$ cat src/rtl/tslf_pkg.sv
package tslf_pkg;

    localparam int POS_W       = 32;
    localparam int SPEED_W     = 24;
    localparam int LAG_W       = 31;
    localparam int TSTEP_W     = 16;
    localparam int FRAC_W      = 8;
    localparam int CFG_INDEX_W = 3;
    localparam int CFG_DATA_W  = 32;
    localparam int PROD_W      = SPEED_W + TSTEP_W;

    localparam int MID_DEPTH_DEF = 2;
    localparam int OUT_DEPTH_DEF = 2;

    localparam logic signed [POS_W-1:0] POS_MIN = {1'b1, {(POS_W-1){1'b0}}};
    localparam logic signed [POS_W-1:0] POS_MAX = {1'b0, {(POS_W-1){1'b1}}};

    typedef enum logic [CFG_INDEX_W-1:0] {
        REG_SPEED_X       = 3'd0,
        REG_SPEED_Y       = 3'd1,
        REG_MAX_LAG_X     = 3'd2,
        REG_MAX_LAG_Y     = 3'd3,
        REG_WINDOW_LEFT   = 3'd4,
        REG_WINDOW_TOP    = 3'd5,
        REG_WINDOW_RIGHT  = 3'd6,
        REG_WINDOW_BOTTOM = 3'd7
    } cfg_idx_t;

    typedef struct packed {
        logic                      has_target;
        logic signed [POS_W-1:0]   follow_x;
        logic signed [POS_W-1:0]   follow_y;
        logic        [TSTEP_W-1:0] time_step;
    } in_t;

    typedef struct packed {
        logic signed [POS_W-1:0] pos_x;
        logic signed [POS_W-1:0] pos_y;
    } out_t;

    typedef struct packed {
        logic        [SPEED_W-1:0] speed_x;
        logic        [SPEED_W-1:0] speed_y;
        logic        [LAG_W-1:0]   max_lag_x;
        logic        [LAG_W-1:0]   max_lag_y;
        logic signed [POS_W-1:0]   window_left;
        logic signed [POS_W-1:0]   window_top;
        logic signed [POS_W-1:0]   window_right;
        logic signed [POS_W-1:0]   window_bottom;
    } cfg_t;

    // one axis, classified and with its cam-independent arithmetic done
    typedef struct packed {
        logic                    snap;
        logic                    lag_on;
        logic signed [POS_W-1:0] pt;
        logic        [LAG_W-1:0] lag;
        logic signed [POS_W-1:0] lag_lo;
        logic signed [POS_W-1:0] lag_hi;
        logic        [POS_W-1:0] step;
    } axis_cmd_t;

    typedef struct packed {
        logic      has_target;
        axis_cmd_t x;
        axis_cmd_t y;
    } cmd_t;

endpackage

$ cat src/rtl/tslf_fifo.sv
module tslf_fifo #(
    parameter int WIDTH = 8,
    parameter int DEPTH = 2
) (
    input  logic             clk,
    input  logic             rst_n,
    input  logic             wr_en,
    input  logic [WIDTH-1:0] wr_data,
    input  logic             rd_en,
    output logic [WIDTH-1:0] rd_data,
    output logic             full,
    output logic             empty
);

    localparam int PTR_W = (DEPTH > 1) ? $clog2(DEPTH) : 1;
    localparam int CNT_W = $clog2(DEPTH + 1);
    localparam logic [PTR_W-1:0] LAST = PTR_W'(DEPTH - 1);
    localparam logic [CNT_W-1:0] FULL_CNT = CNT_W'(DEPTH);

    logic [WIDTH-1:0] mem_reg [DEPTH];
    logic [PTR_W-1:0] wr_ptr_reg, wr_ptr_next;
    logic [PTR_W-1:0] rd_ptr_reg, rd_ptr_next;
    logic [CNT_W-1:0] cnt_reg, cnt_next;

    assign full    = (cnt_reg == FULL_CNT);
    assign empty   = (cnt_reg == '0);
    assign rd_data = mem_reg[rd_ptr_reg];

    always_comb
    begin
        wr_ptr_next = wr_ptr_reg;
        rd_ptr_next = rd_ptr_reg;
        cnt_next    = cnt_reg;
        if (wr_en)
        begin
            wr_ptr_next = (wr_ptr_reg == LAST) ? '0 : wr_ptr_reg + 1'b1;
        end
        if (rd_en)
        begin
            rd_ptr_next = (rd_ptr_reg == LAST) ? '0 : rd_ptr_reg + 1'b1;
        end
        if (wr_en && !rd_en)
        begin
            cnt_next = cnt_reg + 1'b1;
        end
        else if (rd_en && !wr_en)
        begin
            cnt_next = cnt_reg - 1'b1;
        end
    end

    always_ff @(posedge clk or negedge rst_n)
    begin
        if (!rst_n)
        begin
            wr_ptr_reg <= '0;
            rd_ptr_reg <= '0;
            cnt_reg    <= '0;
        end
        else
        begin
            wr_ptr_reg <= wr_ptr_next;
            rd_ptr_reg <= rd_ptr_next;
            cnt_reg    <= cnt_next;
        end
    end

    always_ff @(posedge clk)
    begin
        if (wr_en)
        begin
            mem_reg[wr_ptr_reg] <= wr_data;
        end
    end

    a_no_overflow: assert property (@(posedge clk) disable iff (!rst_n)
        (wr_en && full) |-> rd_en)
        else $error("write into full queue without read");

    a_no_underflow: assert property (@(posedge clk) disable iff (!rst_n)
        rd_en |-> !empty)
        else $error("read from empty queue");

    a_count_tracks: assert property (@(posedge clk) disable iff (!rst_n)
        (wr_en && !rd_en) |=> (cnt_reg == $past(cnt_reg) + 1'b1))
        else $error("queue count lost a write");

endmodule

$ cat src/rtl/tslf_front.sv
module tslf_front (
    input  tslf_pkg::cfg_t cfg,
    input  tslf_pkg::in_t  item,
    output tslf_pkg::cmd_t cmd
);

    function automatic logic signed [tslf_pkg::POS_W-1:0] sat33(
        input logic signed [tslf_pkg::POS_W:0] v
    );
        logic signed [tslf_pkg::POS_W-1:0] r;
        if (v[tslf_pkg::POS_W] != v[tslf_pkg::POS_W-1])
        begin
            r = v[tslf_pkg::POS_W] ? tslf_pkg::POS_MIN : tslf_pkg::POS_MAX;
        end
        else
        begin
            r = v[tslf_pkg::POS_W-1:0];
        end
        return r;
    endfunction

    function automatic tslf_pkg::axis_cmd_t prep(
        input logic signed [tslf_pkg::POS_W-1:0]   pt,
        input logic        [tslf_pkg::SPEED_W-1:0] speed,
        input logic        [tslf_pkg::LAG_W-1:0]   lag,
        input logic        [tslf_pkg::TSTEP_W-1:0] tstep
    );
        tslf_pkg::axis_cmd_t c;
        logic signed [tslf_pkg::POS_W:0]  pt_e;
        logic signed [tslf_pkg::POS_W:0]  lag_e;
        logic        [tslf_pkg::PROD_W-1:0] prod;
        pt_e     = {pt[tslf_pkg::POS_W-1], pt};
        lag_e    = {2'b00, lag};
        prod     = speed * tstep;
        c.snap   = (speed == '0);
        c.lag_on = (lag != '0);
        c.pt     = pt;
        c.lag    = lag;
        c.lag_lo = sat33(pt_e - lag_e);
        c.lag_hi = sat33(pt_e + lag_e);
        // step size in Q24.8, truncated
        c.step   = prod[tslf_pkg::PROD_W-1:tslf_pkg::FRAC_W];
        return c;
    endfunction

    always_comb
    begin
        cmd.has_target = item.has_target;
        cmd.x = prep(item.follow_x, cfg.speed_x, cfg.max_lag_x, item.time_step);
        cmd.y = prep(item.follow_y, cfg.speed_y, cfg.max_lag_y, item.time_step);
    end

endmodule

$ cat src/rtl/tslf_back.sv
module tslf_back (
    input  logic                clk,
    input  logic                rst_n,
    input  tslf_pkg::cfg_t      cfg,
    input  tslf_pkg::cmd_t      cmd,
    input  logic                cmd_valid,
    input  logic                out_space,
    output logic                cmd_take,
    output tslf_pkg::out_t      res
);

    // retire the head command once the result queue can hold its beat
    assign cmd_take = cmd_valid && out_space;

    tslf_back_core u_core (
        .clk    (clk),
        .rst_n  (rst_n),
        .cfg    (cfg),
        .cmd    (cmd),
        .update (cmd_take),
        .res    (res)
    );

endmodule

$ cat src/rtl/tslf_back_core.sv
module tslf_back_core (
    input  logic                clk,
    input  logic                rst_n,
    input  tslf_pkg::cfg_t      cfg,
    input  tslf_pkg::cmd_t      cmd,
    input  logic                update,
    output tslf_pkg::out_t      res
);

    localparam int W = tslf_pkg::POS_W;

    logic signed [W-1:0] cam_x_reg, cam_x_next;
    logic signed [W-1:0] cam_y_reg, cam_y_next;

    function automatic logic signed [W-1:0] follow(
        input logic signed [W-1:0] pos,
        input tslf_pkg::axis_cmd_t c
    );
        logic signed [W:0]   diff;
        logic        [W:0]   gap;
        logic                below;
        logic signed [W+1:0] moved;
        logic signed [W-1:0] r;
        diff  = {pos[W-1], pos} - {c.pt[W-1], c.pt};
        below = (pos < c.pt);
        gap   = below ? -diff : diff;
        moved = below ? {{2{pos[W-1]}}, pos} + {2'b00, c.step}
                      : {{2{pos[W-1]}}, pos} - {2'b00, c.step};
        priority if (c.snap)
        begin
            r = c.pt;
        end
        else if (c.lag_on && (gap > {2'b00, c.lag}))
        begin
            r = below ? c.lag_lo : c.lag_hi;
        end
        else if (pos != c.pt)
        begin
            r = ({1'b0, c.step} >= gap) ? c.pt : moved[W-1:0];
        end
        else
        begin
            r = pos;
        end
        return r;
    endfunction

    function automatic logic signed [W-1:0] clamp(
        input logic signed [W-1:0] pos,
        input logic signed [W-1:0] lo,
        input logic signed [W-1:0] hi
    );
        logic signed [W-1:0] r;
        r = (pos < lo) ? lo : pos;
        r = (r > hi) ? hi : r;
        return r;
    endfunction

    always_comb
    begin
        logic signed [W-1:0] fx;
        logic signed [W-1:0] fy;
        fx = cmd.has_target ? follow(cam_x_reg, cmd.x) : cam_x_reg;
        fy = cmd.has_target ? follow(cam_y_reg, cmd.y) : cam_y_reg;
        cam_x_next = clamp(fx, cfg.window_left, cfg.window_right);
        cam_y_next = clamp(fy, cfg.window_top, cfg.window_bottom);
    end

    assign res.pos_x = cam_x_next;
    assign res.pos_y = cam_y_next;

    always_ff @(posedge clk or negedge rst_n)
    begin
        if (!rst_n)
        begin
            cam_x_reg <= '0;
            cam_y_reg <= '0;
        end
        else if (update)
        begin
            cam_x_reg <= cam_x_next;
            cam_y_reg <= cam_y_next;
        end
    end

endmodule

$ cat src/rtl/two_axis_slew_limited_follower.sv
// two-axis slew-limited follower: each accepted beat carries a follow point,
// a Q8.8 time step and a has-target flag, and yields exactly one result beat
// with the new Q24.8 position. per axis: speed zero snaps to the point, a
// nonzero lag limit that is exceeded places the position at the point plus or
// minus the limit (saturated), otherwise the position steps toward the point
// by (speed * time_step) >> 8 without overshoot; then the window clamp applies
// (low edge first, high edge second, so an inverted window gives the high
// edge). without a target only the clamp applies. the block sustains one beat
// per cycle while the command queue has room; a taken beat goes into the
// command queue, and the back end retires its head into the result queue when
// that queue has room. the position update loop holds no register but the
// position, as the multiply and the lag saturation are done in the front end
// on the way into the command queue. the user must write the registers
// through cfg_we/cfg_index/cfg_data only while idle; the block does not enforce it.
// speeds and lags reset to zero, the window to the full range (disabled).
module two_axis_slew_limited_follower #(
    parameter int MID_DEPTH = tslf_pkg::MID_DEPTH_DEF,
    parameter int OUT_DEPTH = tslf_pkg::OUT_DEPTH_DEF
) (
    input  logic                               clk,
    input  logic                               rst_n,
    // input queue side
    input  logic                               push,
    output logic                               full,
    input  tslf_pkg::in_t                      item,
    // result queue side
    output logic                               empty,
    input  logic                               pop,
    output tslf_pkg::out_t                     result,
    // register write port
    input  logic                               cfg_we,
    input  logic [tslf_pkg::CFG_INDEX_W-1:0]   cfg_index,
    input  logic [tslf_pkg::CFG_DATA_W-1:0]    cfg_data
);

    localparam int CMD_W = $bits(tslf_pkg::cmd_t);
    localparam int RES_W = $bits(tslf_pkg::out_t);

    tslf_pkg::cfg_t      cfg_reg;
    tslf_pkg::cmd_t      cmd_in;
    tslf_pkg::cmd_t      cmd_out;
    tslf_pkg::out_t      res;
    logic [CMD_W-1:0]    cmd_raw;
    logic [RES_W-1:0]    res_raw;
    logic                in_beat;
    logic                out_beat;
    logic                mid_empty;
    logic                out_full;
    logic                out_space;
    logic                cmd_take;

    // register file; the user must write it only while the block is idle, which it does not enforce
    always_ff @(posedge clk or negedge rst_n)
    begin
        if (!rst_n)
        begin
            cfg_reg.speed_x       <= '0;
            cfg_reg.speed_y       <= '0;
            cfg_reg.max_lag_x     <= '0;
            cfg_reg.max_lag_y     <= '0;
            cfg_reg.window_left   <= tslf_pkg::POS_MIN;
            cfg_reg.window_top    <= tslf_pkg::POS_MIN;
            cfg_reg.window_right  <= tslf_pkg::POS_MAX;
            cfg_reg.window_bottom <= tslf_pkg::POS_MAX;
        end
        else if (cfg_we)
        begin
            unique case (tslf_pkg::cfg_idx_t'(cfg_index))
                tslf_pkg::REG_SPEED_X:
                    cfg_reg.speed_x <= cfg_data[tslf_pkg::SPEED_W-1:0];
                tslf_pkg::REG_SPEED_Y:
                    cfg_reg.speed_y <= cfg_data[tslf_pkg::SPEED_W-1:0];
                tslf_pkg::REG_MAX_LAG_X:
                    cfg_reg.max_lag_x <= cfg_data[tslf_pkg::LAG_W-1:0];
                tslf_pkg::REG_MAX_LAG_Y:
                    cfg_reg.max_lag_y <= cfg_data[tslf_pkg::LAG_W-1:0];
                tslf_pkg::REG_WINDOW_LEFT:
                    cfg_reg.window_left <= cfg_data[tslf_pkg::POS_W-1:0];
                tslf_pkg::REG_WINDOW_TOP:
                    cfg_reg.window_top <= cfg_data[tslf_pkg::POS_W-1:0];
                tslf_pkg::REG_WINDOW_RIGHT:
                    cfg_reg.window_right <= cfg_data[tslf_pkg::POS_W-1:0];
                tslf_pkg::REG_WINDOW_BOTTOM:
                    cfg_reg.window_bottom <= cfg_data[tslf_pkg::POS_W-1:0];
                default:
                    cfg_reg <= cfg_reg;
            endcase
        end
    end

    // input beat taken whenever the command queue has room
    assign in_beat  = push && !full;
    // result beat leaves the output queue
    assign out_beat = pop && !empty;

    // front end: classify the beat, do the multiply and lag saturation
    tslf_front u_front (
        .cfg  (cfg_reg),
        .item (item),
        .cmd  (cmd_in)
    );

    // command queue between front and back
    tslf_fifo #(
        .WIDTH (CMD_W),
        .DEPTH (MID_DEPTH)
    ) u_cmd_q (
        .clk     (clk),
        .rst_n   (rst_n),
        .wr_en   (in_beat),
        .wr_data (cmd_in),
        .rd_en   (cmd_take),
        .rd_data (cmd_raw),
        .full    (full),
        .empty   (mid_empty)
    );

    assign cmd_out = tslf_pkg::cmd_t'(cmd_raw);

    // back end may retire a command when the result queue has a free slot,
    // counting the slot freed by a pop in the same cycle
    assign out_space = !out_full || out_beat;

    tslf_back u_back (
        .clk       (clk),
        .rst_n     (rst_n),
        .cfg       (cfg_reg),
        .cmd       (cmd_out),
        .cmd_valid (!mid_empty),
        .out_space (out_space),
        .cmd_take  (cmd_take),
        .res       (res)
    );

    // result queue: the skid between back end and the consumer
    tslf_fifo #(
        .WIDTH (RES_W),
        .DEPTH (OUT_DEPTH)
    ) u_res_q (
        .clk     (clk),
        .rst_n   (rst_n),
        .wr_en   (cmd_take),
        .wr_data (res),
        .rd_en   (out_beat),
        .rd_data (res_raw),
        .full    (out_full),
        .empty   (empty)
    );

    assign result = tslf_pkg::out_t'(res_raw);

    // a waiting result respects an ordered window on both axes
    a_x_in_window: assert property (@(posedge clk) disable iff (!rst_n)
        (!empty && (cfg_reg.window_left <= cfg_reg.window_right)) |->
        ((result.pos_x >= cfg_reg.window_left) && (result.pos_x <= cfg_reg.window_right)))
        else $error("x result outside window");

    a_y_in_window: assert property (@(posedge clk) disable iff (!rst_n)
        (!empty && (cfg_reg.window_top <= cfg_reg.window_bottom)) |->
        ((result.pos_y >= cfg_reg.window_top) && (result.pos_y <= cfg_reg.window_bottom)))
        else $error("y result outside window");

    a_back_needs_cmd: assert property (@(posedge clk) disable iff (!rst_n)
        cmd_take |-> (!mid_empty && out_space))
        else $error("back end retired without a command or room");

endmodule

$ cat config.mk
export PLATFORM = sky130hd
export DESIGN_NAME = two_axis_slew_limited_follower
export DESIGN_NICKNAME = d
export VERILOG_FILES = /design/src/rtl/tslf_pkg.sv /design/src/rtl/tslf_fifo.sv /design/src/rtl/tslf_front.sv /design/src/rtl/tslf_back.sv /design/src/rtl/tslf_back_core.sv /design/src/rtl/two_axis_slew_limited_follower.sv
export SDC_FILE = /design/constraint.sdc
export NUM_CORES = 2
export LEC_CHECK = 0
export BUFFER_PORTS_ARGS = -buffer_cell sky130_fd_sc_hd__buf_2
export CAP_MARGIN = 20
export CORE_UTILIZATION = 61
export CTS_CLUSTER_DIAMETER = 200
export CTS_CLUSTER_SIZE = 30
export DETAILED_ROUTE_END_ITERATION = 7
export PLACE_DENSITY = 0.76
export REMOVE_ABC_BUFFERS = 1
export SLEW_MARGIN = 30
export SYNTH_ARGS = -nofsm -noshare
export SYNTH_HDL_FRONTEND = slang
export SYNTH_SLANG_ARGS = --single-unit
$ cat constraint.sdc
create_clock -name clk -period 16.3 [get_ports clk]
set_input_delay 3.26 -clock clk [delete_from_list [all_inputs] [get_ports clk]]
set_output_delay 3.26 -clock clk [all_outputs]
set_load 0.02 [all_outputs]
### Word-level counts from Yosys, hierarchy flattened

Memories as Yosys holds them, arrays and structs flattened.
Index checks and enable logic that the tools add are counted.

| cells by class | value |
|---|---|
| add/sub/neg operators | 20 |
| multipliers | 2 |
| magnitude comparators | 10 |
| equal/unequal tests | 15 |
| multiplexer cells | 40 |
| reductions and logical operators | 34 |

Operators with widths:

| operator | number |
|---|---|
| $mux W32 | 26 |
| $sub A32 B32 Y33 | 4 |
| $lt A32 B32 Y1 | 4 |
| $mul A24 B16 Y40 | 2 |
| $add A32 B32 Y33 | 2 |
| $ge A32 B33 Y1 | 2 |
| $gt A33 B31 Y1 | 2 |
| $mux W33 | 2 |
| $neg A33 Y33 | 2 |
| $add A32 B32 Y32 | 2 |
| $gt A32 B32 Y1 | 2 |
| $ne A32 B32 Y1 | 2 |
| $sub A32 B32 Y32 | 2 |
| $reduce_bool A31 Y1 | 2 |
| $logic_not A24 Y1 | 2 |
| $reduce_and A2 Y1 | 8 |
| $eq A3 B3 Y1 const B | 4 |
| $logic_and A1 B1 Y1 | 9 |
| $mux W1 | 8 |
| $mux W2 | 4 |
| $logic_not A1 Y1 | 7 |
| $eq A3 B2 Y1 const B | 2 |
| $add A1 B1 Y1 const B | 4 |
| $add A2 B1 Y2 const B | 2 |
| 8 further kinds | 15 |

| storage, ports and cells | value |
|---|---|
| flip-flop bits (word level) | 310 |
| memory bits (writable) | 774 |
| input bits | 121 |
| output and inout bits | 66 |
| word-level logic and storage cells | 139 |
| memories kept | 2 |

Memories:

| name | depth | bits a word | read ports | clocked after Yosys merged registers in | wr ports | line | text |
|---|---|---|---|---|---|---|---|
| u_cmd_q.mem_reg | 2 | 323 | 1 | 0 | 1 | tslf_fifo.sv:20 | `logic [WIDTH-1:0] mem_reg [DEPTH];` |
| u_res_q.mem_reg | 2 | 64 | 1 | 0 | 1 | tslf_fifo.sv:20 |  |

### Longest topological paths before layout

An unclocked memory read counts as a cell.

| depth | value |
|---|---|
| word-level depth | 14 |
| gate-level depth with buffers | 79 |
| mapped depth without buffers | 62 |

### Cells and area by module

Synthesis repeated with hierarchy kept, for this count alone.

| second synthesis, totals | value |
|---|---|
| cells, all modules | 9533 |
| area total of the unflattened synthesis | 96462.5 um2 |

Modules (own cells, without submodules):

| module | instances | cells each | area each (um2) | seq. area each (um2) |
|---|---|---|---|---|
| tslf_front | 1 | 4049 | 32633.8 | 0.0 |
| tslf_back_core | 1 | 3731 | 26201.4 | 1601.5 |
| tslf_fifo at u_cmd_q | 1 | 1021 | 23590.1 | 19498.7 |
| two_axis_slew_limited_follower | 1 | 516 | 9019.9 | 6035.8 |
| tslf_fifo at u_res_q | 1 | 215 | 5011.1 | 3943.8 |
| tslf_back | 1 | 1 | 6.3 | 0.0 |

### Least setup slack after synthesis

No wires, ideal clock.

| timing | value |
|---|---|
| path kind | input -> register |
| start point | input port push |
| end point | memory u_cmd_q.mem_reg[0][0] (netlist bit) (enable) |
| library setup time | 1014 ps |
| data arrival time | 16719 ps |
| required time | 15286 ps |
| setup slack | -1433 ps |
| stages | 2 |
| path buffers | 0 |
| path through | nand2_1 > nor2_1 |

| on the way | value |
|---|---|
| cells in the longest elaborated chain, start to end | 3 |

Ends and longest elaborated chain:

| element | line | text |
|---|---|---|
| start, declared | two_axis_slew_limited_follower.sv:23 | `input logic push,` |
| $logic_and A1 B1 Y1 | two_axis_slew_limited_follower.sv:92 | `assign in_beat = push && !full;` |
| $mux W1 | tslf_fifo.sv:70 | `if (wr_en)` |
| $mux W1 (implied by the code) | tslf_fifo.sv:72 | `mem_reg[wr_ptr_reg] <= wr_data;` |
| end, declared | tslf_fifo.sv:20 |  |

No other way between the ends.

==> metrics.yaml <==
status: "finished, final reports clean"
die_width_um: 388
synthToLayoutAreaGrowth_pct: 5.37
htree_levels: 2
drtAntennaViolNets: 0
final_util_pct: 64.8
rsz0062_at_grt: "no"
synth_top_flop_cell: "edfxtp_1"
slew_headroom_pct: 27.1
fmax_ghz: 0.0645
cp-end-kind: "flop"
critPathSlowestCell: "dfrtp_4"
synthDistinctLibCells: 119
synth-edff-count: 774
worstPathRequired_ps: 16750
cts_resized: 0
track_usage_pct: 39.4
syn_area_per_cell_um2: 10.3
wl_met2_um: 126000
grt_pass1_wl_um: 441000
cts_hold_buffers: 0
pin_count: 187
clk_latency_ps: 720
wl_um: 298000
rows: 141
coreArea_mm2: 0.148
path_clk_slew_ps: 120
fin_skew_ps: 69.0
dieArea_mm2: 0.150
vias_per_cell: 6.46
top_layer: "met5"
worst_slack_ps: 792
timing.final.crit_share_pct: 95.1
cap_viol_max_count: 0
synth_area_mm2: 0.0908
final_cell_count_no_fill: 10800
dp_cells: 10700
cts_buffers: 42
crit_fanout: 39
synth_top_area_share_pct: 25.6
root_buffer: "clkbuf_16"
start_kind: "flop"
routedWlPerCell_um: 27.7
synth_seq_cells: 1084
post-place-ws_ps: 1320
synthCells: 8794
fin_crit_ps: 15510
yosysWarnings: 0
grt_overflow: 0
wl_met3_um: 35500
ctsLongestPathBuffers: 3
cts_tree: "done"
critPathMaxStageDelay_ps: 1000
stdcell_area_mm2: 0.0956
start_util_pct: 61.5
portBuffers: 186
antenna_found_initial: 27
grt_pass1_vias: 68200
drtIter0Drc: 8022
place_congestion: 1.02
drt_pass1_iterations: 7
reg2reg_depth: 58
grt_max_degree: 130
crit_type: "reg -> reg"
synth_top_cell_by_area: "edfxtp_1"
worstMarginPinSlew_ps: 1060
fp.dieH_um: 388
vias: 69500
hpwl_um: 230000
drc: 0
yosysMostFrequentCell: "inv_1"
netlist_top_cells_count: "1059 x inv_1, 887 x nand2_1, 774 x edfxtp_1, 728 x ha_1, 618 x fa_1"
nets: 10300
n_fill_cell: 11700
clock-sinks: 1084
post_cts_buffers: 0
synth_seq_area_share_pct: 34.2
synthArstFlopShare_pct: 28.6
critPathMostFrequentCell: "a21oi_1"
synthTopCellsByArea: "edfxtp_1 26%, fa_1 14%, ha_1 10%, dfrtp_1 6.8%, mux2_2 4.8%"
drive_above_1_share_pct: 12.7
largest_reg_flops: 646
finalMaxSlewViolations: 0
drt-met1-wl_um: 125000
arrival_ps: 15960
setup_viol_count_final: 0
placed_area_mm2: 0.0942
whs_path_depth: 1
finalHoldViolCount: 0
hold_class: "reg -> reg"
## layout by cell type (no fill, tap or decap), drive strengths merged, types with 77 or more instances in the layout
| master | n |
|---|---|
| a21o | 138 |
| edfxtp | 774 |
| ha | 728 |
| nand3 | 82 |
| xnor2 | 260 |
| inv | 1060 |
| nor2 | 408 |
| buf | 375 |
| o21ai | 405 |
| nand2 | 888 |
| mux2i | 158 |
| fa | 618 |
| mux2 | 412 |
| a21oi | 386 |
| dfrtp | 246 |
| nand2b | 77 |
| a211oi | 77 |
| clkbuf | 77 |
| nor3 | 143 |
| nor2b | 81 |
| nand4 | 90 |
| and2 | 257 |
| xor2 | 88 |
| o21a | 91 |
## layout make-up
type	instances	area, um2	area share [%]
antenna	11	27.5	0.0288
clock buffer	77	1250	1.30
clock inverter	1	30.0	0.0314
inverter	1061	3980	4.16
multi-input combinational	6222	54300	56.7
sequential	1084	31100	32.5
tap	1930	2410	2.52
timing repair buffer	375	2580	2.70
## per-stage QoR
step	TNS [ps]	hold WS (ps)
after global routing	0	542
after global placement	0	493
after CTS	0	527
after detailed placement	0	501
final	0	523
after floorplan	-2013520	459
## path summary, 6_finish.rpt
path,slack (ps),to,startpoint
worst max-delay path,790,u_res_q.mem_reg[1][57],u_cmd_q.rd_ptr_reg
worst min register to register,520,cfg_reg[31],cfg_reg[31]
max in group asynchronous,11510,cfg_reg[218],rst_n
worst min-delay path,520,cfg_reg[31],cfg_reg[31]
worst max register to register,790,u_res_q.mem_reg[1][57],u_cmd_q.rd_ptr_reg
min in group asynchronous,2520,cfg_reg[156],rst_n
## per-layer routing
layer,global-route usage (%),vias to the layer above
met5,0,-
met1,57.8,34700
met2,57.1,3801
li1,-,30500
met4,13.2,16
met3,9.82,533
## critical path: cells and delay by family (launching register included)
family                   cells  cell delay [ps]
AO/OA/AOI/OAI               28             7110
AND/OR/NAND/NOR             12             2020
multiplexers                 6             1850
buffers and inverters        5             1340
adder cells (fa/ha/maj)      4             1200
flip-flops                   1             1000
XOR/XNOR                     3              660
## logic make-up (layout without fill, tap and decap cells)
group / Yosys count / count (layout) / synth area share (%)
AOI/OAI and AO/OA: 1613 / 1613 / 11.8
xor gates and xnor gates: 350 / 350 / 3.42
adders and majority gates: 1346 / 1346 / 23.7
buffers and inverters: 1488 / 1514 / 6.26
DFF: 1084 / 1084 / 34.2
muxes: 634 / 634 / 8.56
other: 0 / 11 / 0
and+or+nand+nor: 2279 / 2279 / 12.1
Power is not shown: default switching activity piles up to over one toggle a cycle in this logic, so the estimate is an artifact.
